## src/hw/rtl/afr_pkg.sv

```systemverilog
// Shared types and constants for the addressed frame receiver.
package afr_pkg;

  localparam logic [1:0] PH_IDLE   = 2'd0;
  localparam logic [1:0] PH_SECOND = 2'd1;
  localparam logic [1:0] PH_THIRD  = 2'd2;

  localparam logic [1:0] ACK_LIMIT   = 2'd2;
  localparam logic [5:0] BED_CALL_M  = 6'h02;
  localparam logic [6:0] STAT_HI_M   = 7'h6e;

  typedef struct packed {
    logic [7:0] rx_byte;
    logic       rx_ninth;
    logic [5:0] status_low;
    logic [6:0] status_high;
  } in_item_t;

  typedef struct packed {
    logic [6:0] tx_byte;
    logic       tx_ninth;
    logic       last;
    logic       smoke_power;
    logic       bed_call_clear;
  } out_item_t;

  // Both response bytes of one matched frame.
  typedef struct packed {
    logic [5:0] stat_lo;
    logic [6:0] stat_hi;
    logic       smoke_power;
    logic       bed_call_clear;
  } resp_pair_t;

  // Handshake between frame decoder and response serialiser.
  typedef struct packed {
    logic load;
  } pair_req_t;

  typedef struct packed {
    logic ready;
  } pair_rsp_t;

endpackage

```

## src/hw/rtl/afr_frame.sv

```systemverilog
// Input register, frame state and match decode.
module afr_frame (
  input  logic                   clk_i,
  input  logic                   rst_ni,
  input  logic                   cfg_we_i,
  input  logic [5:0]             cfg_data_i,
  input  logic                   in_valid_i,
  output logic                   in_stall_o,
  input  afr_pkg::in_item_t      in_data_i,
  output afr_pkg::pair_req_t     req_o,
  output afr_pkg::resp_pair_t    pair_o,
  input  afr_pkg::pair_rsp_t     rsp_i
);

  logic [5:0]        node_addr_q;
  logic              item_valid_q;
  afr_pkg::in_item_t item_q;

  logic [1:0] phase_q, phase_d;
  logic [7:0] first_q, first_d;
  logic [6:0] second_q, second_d;
  logic       parity_q, parity_d;
  logic [1:0] ack_q, ack_d;

  logic good, start, emit, clr, advance, in_take;

  always_ff @(posedge clk_i or negedge rst_ni) begin
    if (!rst_ni) begin
      node_addr_q <= '0;
    end else if (cfg_we_i) begin
      node_addr_q <= cfg_data_i;
    end
  end

  // item advances when it emits nothing or the serialiser can take the pair
  assign advance    = item_valid_q && (!emit || rsp_i.ready);
  assign in_stall_o = item_valid_q && !advance;
  assign in_take    = in_valid_i && !in_stall_o;

  always_ff @(posedge clk_i or negedge rst_ni) begin
    if (!rst_ni) begin
      item_valid_q <= 1'b0;
    end else if (in_take) begin
      item_valid_q <= 1'b1;
    end else if (advance) begin
      item_valid_q <= 1'b0;
    end
  end

  always_ff @(posedge clk_i) begin
    if (in_take) begin
      item_q <= in_data_i;
    end
  end

  assign good  = (item_q.rx_ninth == ^item_q.rx_byte);
  assign start = item_q.rx_byte[7];

  always_comb begin
    phase_d  = phase_q;
    first_d  = first_q;
    second_d = second_q;
    parity_d = parity_q;
    ack_d    = ack_q;
    emit     = 1'b0;
    clr      = 1'b0;
    unique case (phase_q)
      afr_pkg::PH_IDLE: begin
        if (start) begin
          first_d  = item_q.rx_byte;
          parity_d = good;
          phase_d  = afr_pkg::PH_SECOND;
        end
      end
      afr_pkg::PH_SECOND: begin
        if (start) begin
          phase_d = afr_pkg::PH_IDLE;
        end else begin
          second_d = item_q.rx_byte[6:0];
          parity_d = parity_q & good;
          phase_d  = afr_pkg::PH_THIRD;
        end
      end
      afr_pkg::PH_THIRD: begin
        phase_d = afr_pkg::PH_IDLE;
        emit    = !start && parity_q && good && (first_q[5:0] == node_addr_q);
      end
      default: begin
        phase_d = afr_pkg::PH_IDLE;
      end
    endcase
    if (emit && second_q[1]) begin
      if (ack_q == afr_pkg::ACK_LIMIT) begin
        clr   = 1'b1;
        ack_d = '0;
      end else begin
        ack_d = ack_q + 2'd1;
      end
    end
  end

  always_ff @(posedge clk_i or negedge rst_ni) begin
    if (!rst_ni) begin
      phase_q  <= afr_pkg::PH_IDLE;
      first_q  <= '0;
      second_q <= '0;
      parity_q <= 1'b1;
      ack_q    <= '0;
    end else if (advance) begin
      phase_q  <= phase_d;
      first_q  <= first_d;
      second_q <= second_d;
      parity_q <= parity_d;
      ack_q    <= ack_d;
    end
  end

  assign req_o.load            = advance && emit;
  assign pair_o.stat_lo        = clr ? (item_q.status_low & ~afr_pkg::BED_CALL_M)
                                     : item_q.status_low;
  assign pair_o.stat_hi        = item_q.status_high & afr_pkg::STAT_HI_M;
  assign pair_o.smoke_power    = ~first_q[6];
  assign pair_o.bed_call_clear = clr;

  a_phase_legal : assert property (@(posedge clk_i) disable iff (!rst_ni)
    phase_q == afr_pkg::PH_IDLE || phase_q == afr_pkg::PH_SECOND ||
    phase_q == afr_pkg::PH_THIRD)
    else $error("frame phase left its legal codes");

  a_ack_range : assert property (@(posedge clk_i) disable iff (!rst_ni)
    ack_q != 2'd3)
    else $error("ack counter reached three");

  a_load_ends_frame : assert property (@(posedge clk_i) disable iff (!rst_ni)
    req_o.load |=> phase_q == afr_pkg::PH_IDLE)
    else $error("frame not closed after response load");

endmodule

```

## src/hw/rtl/afr_resp.sv

```systemverilog
// Response pair register and two-byte serialiser.
module afr_resp (
  input  logic                 clk_i,
  input  logic                 rst_ni,
  input  afr_pkg::pair_req_t   req_i,
  input  afr_pkg::resp_pair_t  pair_i,
  output afr_pkg::pair_rsp_t   rsp_o,
  output logic                 out_valid_o,
  input  logic                 out_stall_i,
  output afr_pkg::out_item_t   out_data_o
);

  logic                pair_valid_q;
  logic                beat_q;
  afr_pkg::resp_pair_t pair_q;
  logic                free;

  assign free        = pair_valid_q && beat_q && !out_stall_i;
  assign rsp_o.ready = !pair_valid_q || free;

  always_ff @(posedge clk_i or negedge rst_ni) begin
    if (!rst_ni) begin
      pair_valid_q <= 1'b0;
      beat_q       <= 1'b0;
    end else if (req_i.load) begin
      pair_valid_q <= 1'b1;
      beat_q       <= 1'b0;
    end else if (pair_valid_q && !out_stall_i) begin
      pair_valid_q <= !beat_q;
      beat_q       <= !beat_q;
    end
  end

  always_ff @(posedge clk_i) begin
    if (req_i.load) begin
      pair_q <= pair_i;
    end
  end

  assign out_valid_o               = pair_valid_q;
  assign out_data_o.tx_byte        = beat_q ? pair_q.stat_hi : {1'b0, pair_q.stat_lo};
  assign out_data_o.tx_ninth       = ~^out_data_o.tx_byte;
  assign out_data_o.last           = beat_q;
  assign out_data_o.smoke_power    = pair_q.smoke_power;
  assign out_data_o.bed_call_clear = pair_q.bed_call_clear;

  a_no_overwrite : assert property (@(posedge clk_i) disable iff (!rst_ni)
    req_i.load |-> !pair_valid_q || free)
    else $error("response pair overwritten before delivery");

  a_first_then_second : assert property (@(posedge clk_i) disable iff (!rst_ni)
    pair_valid_q && !beat_q && !out_stall_i |=> pair_valid_q && beat_q)
    else $error("second response byte missing");

  a_beat_needs_pair : assert property (@(posedge clk_i) disable iff (!rst_ni)
    beat_q |-> pair_valid_q)
    else $error("beat marker set without a pair");

endmodule

```

## src/hw/rtl/addressed_frame_receiver_top.sv

```systemverilog
// Top level of the addressed frame receiver.
//
//  channel | direction | handshake               | payload
//  --------+-----------+-------------------------+----------------------------
//  in      | in        | in_valid_i/in_stall_o   | in_data_i  (in_item_t)
//  out     | out       | out_valid_o/out_stall_i | out_data_o (out_item_t)
//  cfg     | in        | cfg_we_i                | cfg_data_i (node address)
//
// A character is registered on transfer and decoded against the frame state
// in the following cycle; the state updates as the character leaves.
// Characters are taken back to back while the input does not stall. A matched
// third byte loads both response bytes at once, and the first is offered in
// the cycle after the decode. The two output transfers fit inside the next
// frame's three characters, so the single pair register only holds the input
// back when the output stalls.
// Reset clears the frame phase, ack counter, node address and all valids.
// A stalled output holds its byte; the input stalls only while a matched
// frame waits for the pair register to drain.
module addressed_frame_receiver_top (
  input  logic               clk_i,
  input  logic               rst_ni,
  input  logic               cfg_we_i,
  input  logic [5:0]         cfg_data_i,
  input  logic               in_valid_i,
  output logic               in_stall_o,
  input  afr_pkg::in_item_t  in_data_i,
  output logic               out_valid_o,
  input  logic               out_stall_i,
  output afr_pkg::out_item_t out_data_o
);

  afr_pkg::pair_req_t  req;   // pair load request
  afr_pkg::pair_rsp_t  rsp;   // serialiser can take a pair
  afr_pkg::resp_pair_t pair;  // both response bytes

  // frame assembly, parity/address check, ack counting
  afr_frame u_frame (
    .clk_i      (clk_i),
    .rst_ni     (rst_ni),
    .cfg_we_i   (cfg_we_i),
    .cfg_data_i (cfg_data_i),
    .in_valid_i (in_valid_i),
    .in_stall_o (in_stall_o),
    .in_data_i  (in_data_i),
    .req_o      (req),
    .pair_o     (pair),
    .rsp_i      (rsp)
  );

  // two-byte response output with complemented parity
  afr_resp u_resp (
    .clk_i       (clk_i),
    .rst_ni      (rst_ni),
    .req_i       (req),
    .pair_i      (pair),
    .rsp_o       (rsp),
    .out_valid_o (out_valid_o),
    .out_stall_i (out_stall_i),
    .out_data_o  (out_data_o)
  );

endmodule
```

## config.mk

```make
export PLATFORM = sky130hd
export DESIGN_NAME = addressed_frame_receiver_top
export DESIGN_NICKNAME = d
export VERILOG_FILES = /design/src/hw/rtl/afr_pkg.sv /design/src/hw/rtl/afr_frame.sv /design/src/hw/rtl/afr_resp.sv /design/src/hw/rtl/addressed_frame_receiver_top.sv
export SDC_FILE = /design/constraint.sdc
export NUM_CORES = 1
export LEC_CHECK = 0
export ABC_AREA = 1
export BUFFER_PORTS_ARGS = -buffer_cell sky130_fd_sc_hd__buf_4
export CAP_MARGIN = 10
export CORE_ASPECT_RATIO = 0.8
export CORE_MARGIN = 8
export CORE_UTILIZATION = 60
export CTS_BUF_LIST = sky130_fd_sc_hd__clkbuf_4 sky130_fd_sc_hd__clkbuf_8
export DETAILED_ROUTE_END_ITERATION = 12
export PLACE_DENSITY = 0.85
export SYNTH_ARGS = -nofsm -noshare
export SYNTH_HDL_FRONTEND = slang
export SYNTH_SLANG_ARGS = --single-unit
```

## constraint.sdc

```tcl
create_clock -name clk_i -period 3.5 [get_ports clk_i]
set_input_delay 0 -clock clk_i [delete_from_list [all_inputs] [get_ports clk_i]]
set_output_delay 0 -clock clk_i [all_outputs]
set_load 0.01 [all_outputs]
```

**Word level (Yosys, flattened, before mapping)**

Cells that the tools add are included.

- Register bits: 58
- Input port bits: 33
- Output and inout port bits: 13
- Word-level logic and storage cells: 76

- Add/subtract/negate cells: 1
- Equality and inequality tests: 7
- Muxes and demuxes: 16
- Bitwise operators: 3
- Reductions and logical operators: 31

Operators by type and width:

| cell | count |
|---|---|
| $logic_and A1 B1 Y1 | 11 |
| $mux W1 | 10 |
| $reduce_xor A8 Y1 | 1 |
| $logic_not A1 Y1 | 7 |
| $mux W7 | 1 |
| $reduce_xnor A7 Y1 | 1 |
| $eq A6 B6 Y1 | 1 |
| $mux W2 | 3 |
| $reduce_and A3 Y1 | 2 |
| $reduce_bool A2 Y1 | 3 |
| $eq A2 B2 Y1 const B | 2 |
| $pmux W2 S2 | 1 |
| $reduce_and A2 Y1 | 2 |
| $reduce_and A4 Y1 | 1 |
| $add A2 B1 Y2 const B | 1 |
| $eq A2 B1 Y1 const B | 1 |
| $logic_not A2 Y1 | 1 |
| $logic_or A1 B1 Y1 | 2 |
| $ne A2 B1 Y1 const B | 1 |
| $ne A2 B2 Y1 const B | 1 |
| $not A1 Y1 | 2 |
| $pmux W1 S2 | 1 |
| $and A1 B1 Y1 | 1 |
| $eq A1 B1 Y1 | 1 |

**Logic depth before layout (Yosys ltp)**

- Depth after elaboration: 13
- Gate-level depth with buffers: 13
- Gate-level depth less buffers: 12

**Cells and area by module**

A second synthesis with hierarchy kept.

- Cells, all modules: 291
- Area, all modules: 2,860.2 um2

Modules (own cells, without submodules):

| module | times used | cells each | area an instance (um2) | sequential area each (um2) |
|---|---|---|---|---|
| afr_frame | 1 | 195 | 1,999.4 | 1,102.3 |
| afr_resp | 1 | 96 | 860.8 | 500.5 |

**Worst setup path before layout**

Ideal clock, no wire load.

- Path kind: register to register
- Start: register u_frame.item_q[21] (netlist bit)
- End: register u_frame.item_q[10] (netlist bit) (enable)
- Setup time: 0.375 ns
- Data arrival time: 1.587 ns
- Required time: 3.125 ns
- Setup slack: 1.539 ns
- Cell stages (with the launch flop): 13
- Path buffers: 1
- Clock period less this slack: 1.961 ns
- Cell sequence: edfxtp_1 buf_6 nor2_2 nor2_1 nand2_1 nand2_1 nand2_1 nand3_1 nand2_2 nor2_4 nand3_2 nand2_1 inv_1

- Longest elaborated chain between the ends: 12
- Elaborated cells between the ends (all ways): 14
- Classes of those cells: 1 x eq/ne; 1 x mux; 12 x reduce/logical

Ends and longest elaborated chain:

| item | line | source |
|---|---|---|
| start: declaration | afr_frame.sv:17 | `afr_pkg::in_item_t item_q;` |
| start signal: assignment | afr_frame.sv:52 | `item_q <= in_data_i;` |
| $reduce_xor A8 Y1 / $logic_not A1 Y1 (equally long branches) | afr_frame.sv:56, afr_frame.sv:86 |  |
| $eq A1 B1 Y1 / $logic_and A1 B1 Y1 (equally long branches) | afr_frame.sv:56, afr_frame.sv:86 |  |
| $logic_and A1 B1 Y1 (*) (2 in a row) | afr_frame.sv:86 | `emit = !start && parity_q && good && (first_q[5:0] == node_addr_q);` |
| $mux W1 (*) | afr_frame.sv:67 | `unique case (phase_q)` |
| $logic_not A1 Y1 (*) | afr_frame.sv:36 | `assign advance = item_valid_q && (!emit \|\| rsp_i.ready);` |
| $logic_or A1 B1 Y1 (*) | afr_frame.sv:36 |  |
| $logic_and A1 B1 Y1 (*) | afr_frame.sv:36 |  |
| $logic_not A1 Y1 (*) | afr_frame.sv:37 | `assign in_stall_o = item_valid_q && !advance;` |
| $logic_and A1 B1 Y1 (*) | afr_frame.sv:37 |  |
| $logic_not A1 Y1 (*) | afr_frame.sv:38 | `assign in_take = in_valid_i && !in_stall_o;` |
| $logic_and A1 B1 Y1 (*) | afr_frame.sv:38 |  |
| named net u_frame.in_take | afr_frame.sv:25 | `logic good, start, emit, clr, advance, in_take;` |

The timed path passes the listed nets; every way through them passes the cells marked *.
A chain may end at the register's enable or synchronous reset.

**Final worst setup path**

- Start: register u_frame.item_q[21] (netlist bit)
- End: register u_frame.item_q[17] (netlist bit) (enable)

The elaborated chain is that of the path after synthesis.

==> impl_metrics.py <==
metrics = {
    "place": {
        "place.port_buffers": 43,
        "globalplace.congestion": 0.776,
        "place_hpwl_um": 3410,
    },
    "floorplan": {
        "rows": 21,
        "io-pin-count": 46,
        "die-width_um": 89.1,
        "design.die.area_sq_um": 6630,
        "start_util_pct": 61.7,
        "die_y_um": 74.5,
        "placeableCoreArea_sq_um": 4150,
    },
    "synthesis": {
        "synth_async_sr_flop_share_pct": 40.0,
        "synth_fp_nets": 290,
        "number_of_distinct_standard_cells_referenced_by_the_synthesized_netlist": 34,
        "number_of_enable_type_register_cells_in_the_synthesized_netlist": 33,
        "post_synth_instance_area_sq_um": 2560,
        "synth_seq_cells": 55,
        "syn_area_per_cell_sq_um": 9.97,
        "seq_area_frac_synth_pct": 60.2,
        "yosysWarningCount": 0,
        "synth_top_flop_cell": "edfxtp_1",
        "synthesis.instances": 257,
    },
    "layout": {
        "finalNetCount": 368,
        "utilization_pct": 80.9,
        "layout.cells.most_common": "nand2_1",
        "insertedDiodeCount": 0,
        "drive_above_1_share_pct": 24.1,
        "final_cell_mix": "nand2_1, buf_4, dlygate4sd3_1",
        "area_delta_synth_final_pct": 31.0,
    },
    "timing": {
        "holdWs_ps": -1.59,
        "final_tns_setup_ps": 0,
        "worst_pin_slew_ps": 767,
        "shortest_period_the_worst_path_allows_ps": 2370,
        "final-setup-viol-count": 0,
        "grt_setup_unrepaired": "no",
        "finalMaxSlewViolations": 0,
        "finalHoldViolations": 1,
        "fin_skew_ps": 13.1,
        "timing.max_slew.rel_slack_pct": 48.7,
        "timing.fmax_ghz": 0.423,
        "layout_worst_path_cycle_share_pct": 67.6,
    },
    "run_status": {
        "run_status": "complete, but fails checks",
        "failed_checks": "negative hold slack",
    },
    "grt": {
        "global_route.usage.total_pct": 18.2,
        "grt_pass1_wl_um": 8960,
        "grt_start_max_net_pins": 23,
        "number_of_antenna_violations_at_the_first_check_in_global_routing": 0,
        "overflow": 0,
        "first_global_vias": 2012,
    },
    "critical_path": {
        "setup.worst_path.class": "reg -> reg",
        "path_cells": "nand2_1, inv_1, nor2_1, nand2_1, nand2_1, nand2_1, nand3_1, nand2_2, nor2_4, nand3_2, nand2_1, inv_1",
        "critPathLaunchType": "flip-flop",
        "critical_path.slowest_cell": "edfxtp_1",
        "critPathBufInv": 2,
        "crit_path_dat_ps": 2320,
        "critical_path.max_stage_delay_ps": 610,
        "worst-endpoint-required_ps": 3450,
        "crit_path_frequent_cell": "nand2_1",
        "cp_top_family": "simple AND/OR/NAND/NOR gates",
        "end_kind": "flip-flop",
        "critPathMaxFanout": 20,
    },
    "pwr": {
        "post-layout-total-power_mw": 1.69,
        "power_per_cell_area_nw_per_um2": 503,
        "power.leakage_nw": 1.55,
        "worst_ir_drop_vdd_mv": 0.386,
    },
    "route": {
        "routedWlPerCell_um": 13.9,
        "avgViaCountPerCell": 4.96,
        "num_vias": 1949,
        "drtAntennaViolNets": 0,
        "drt_pass1_iterations": 4,
        "detailed_route_wire_length_um": 5450,
        "drc": 0,
        "drc_violation_total_after_the_first_tritonroute_iteration": 111,
    },
    "clocking": {
        "clock_transition_at_the_registers_of_the_reported_paths_ps": 100,
        "clk-insertion-delay-late_ps": 330,
        "tritoncts": "done",
        "cts.repair_timing.setup_buffer_count": 0,
        "hold_buffers": 36,
        "h-tree-depth": 2,
        "clock-root-buffer": "clkbuf_8",
        "number_of_buffers_created_by_cts": 5,
        "ctsLongestPathBuffers": 2,
        "cts.sinks": 55,
        "ctsResizeCount": 0,
    },
    "flow_run": {
        "max_cap_viol_count": 0,
    },
    "min_path": {
        "worst_hold_path_type": "in -> reg",
    },
}
[power by group]
part	internal, mW	switching, mW	leakage, nW
registers	0.767	0.0662	0.577
logic	0.232	0.265	0.930
clock network	0.143	0.215	0.0408
[worst register-to-register path, cell delays in order (launching register included)]
cell,delay [ps]
edfxtp_1,610
nand2_1,140
inv_1,80
nor2_1,40
nand2_1,50
nand2_1,60
nand2_1,80
nand3_1,100
nand2_2,110
nor2_4,50
nand3_2,70
nand2_1,70
inv_1,540
[routing by layer]
| layer | global-route usage, % | up-vias | part of all wire, % |
|---|---|---|---|
| met1 | 20.7 | 915 | 42 |
| met4 | 8.27 | 0 | 1.7 |
| met5 | 0 | - | 0 |
| met2 | 31.1 | 57 | 50 |
| li1 | - | 965 | - |
| met3 | 5.08 | 12 | 6.2 |
[registers in the layout, summed over array words and instances, names as in the netlist, 2 cells and up]
name / flops
u_frame.first_q: 7
u_frame.item_q: 15
u_frame.ack_q: 2
u_frame.node_addr_q: 6
u_resp.pair_q: 11
u_frame.phase_q: 2
u_resp.out_data_o: 2
u_frame.pair_o: 5
[path summary, 6_finish.rpt]
path / endpoint / startpoint / cells after the start / slack, ps
worst max-delay path: u_frame.item_q[17]$_DFFE_PP_ / u_frame.item_q[21]$_DFFE_PP_ / 12 / 1130
worst min-delay path: u_frame.node_addr_q[1]$_DFFE_PN0P_ / cfg_we_i / 2 / -2
worst max register to register: u_frame.item_q[17]$_DFFE_PP_ / u_frame.item_q[21]$_DFFE_PP_ / 12 / 1130
worst min register to register: u_resp.pair_q[12]$_DFFE_PP_ / u_frame.item_q[10]$_DFFE_PP_ / 0 / 430
max in group asynchronous: u_frame.parity_q$_DFFE_PN1P_ / rst_ni / 2 / 3110
min in group asynchronous: u_frame.node_addr_q[5]$_DFFE_PN0P_ / rst_ni / 2 / 110
[area by class of cell]
class	instances	area (sq um)
sequential	55	1540
fill	247	795
inverter	39	156
clock inverter	3	23.8
tap	57	71.3
clock buffer	5	68.8
multi-input combinational	155	811
timing repair buffer	79	683
[cell families (layout without fill, tap and decap cells)]
kind of cell	Yosys count	in the layout	synth area share, %
DFF	55	55	60.2
and+or+nand+nor	124	124	22.8
xor gates and xnor gates	12	12	4.10
muxes	2	2	0.879
buffers and inverters	47	126	8.15
AOI/OAI and AO/OA	17	17	3.86
[per-stage QoR]
step / worst slack [ps] / hold slack (ps) / cells / area, sq um
6_report: 1130 / -1.59 / 393 / 3360
5_1_grt: 886 / 4.61 / 393 / 3360
4_1_cts: 1180 / 11.1 / 393 / 3360
3_5_place_dp: 1200 / -98.8 / 349 / 2900
3_3_place_gp: 1240 / -98.3 / 349 / 2900
2_1_floorplan: 1540 / -296 / 257 / 2560
[cells in the mapped netlist, types with 3 or more instances]
cell type | n | area share, %
xnor2_1 | 7 | 2.4
o21ai_0 | 9 | 1.8
nand3_2 | 3 | 1.2
inv_2 | 7 | 1.0
a21oi_1 | 3 | 0.59
dfrtp_1 | 21 | 21
nand2_2 | 6 | 1.5
buf_2 | 3 | 0.59
edfxtp_1 | 33 | 39
inv_1 | 30 | 4.4
xor2_1 | 5 | 1.7
nand4_1 | 4 | 0.98
nand3_1 | 10 | 2.0
nand2_1 | 77 | 11
nor2_1 | 13 | 1.9
buf_4 | 3 | 0.88
No activity file was read; power rests on OpenSTA's default activity.
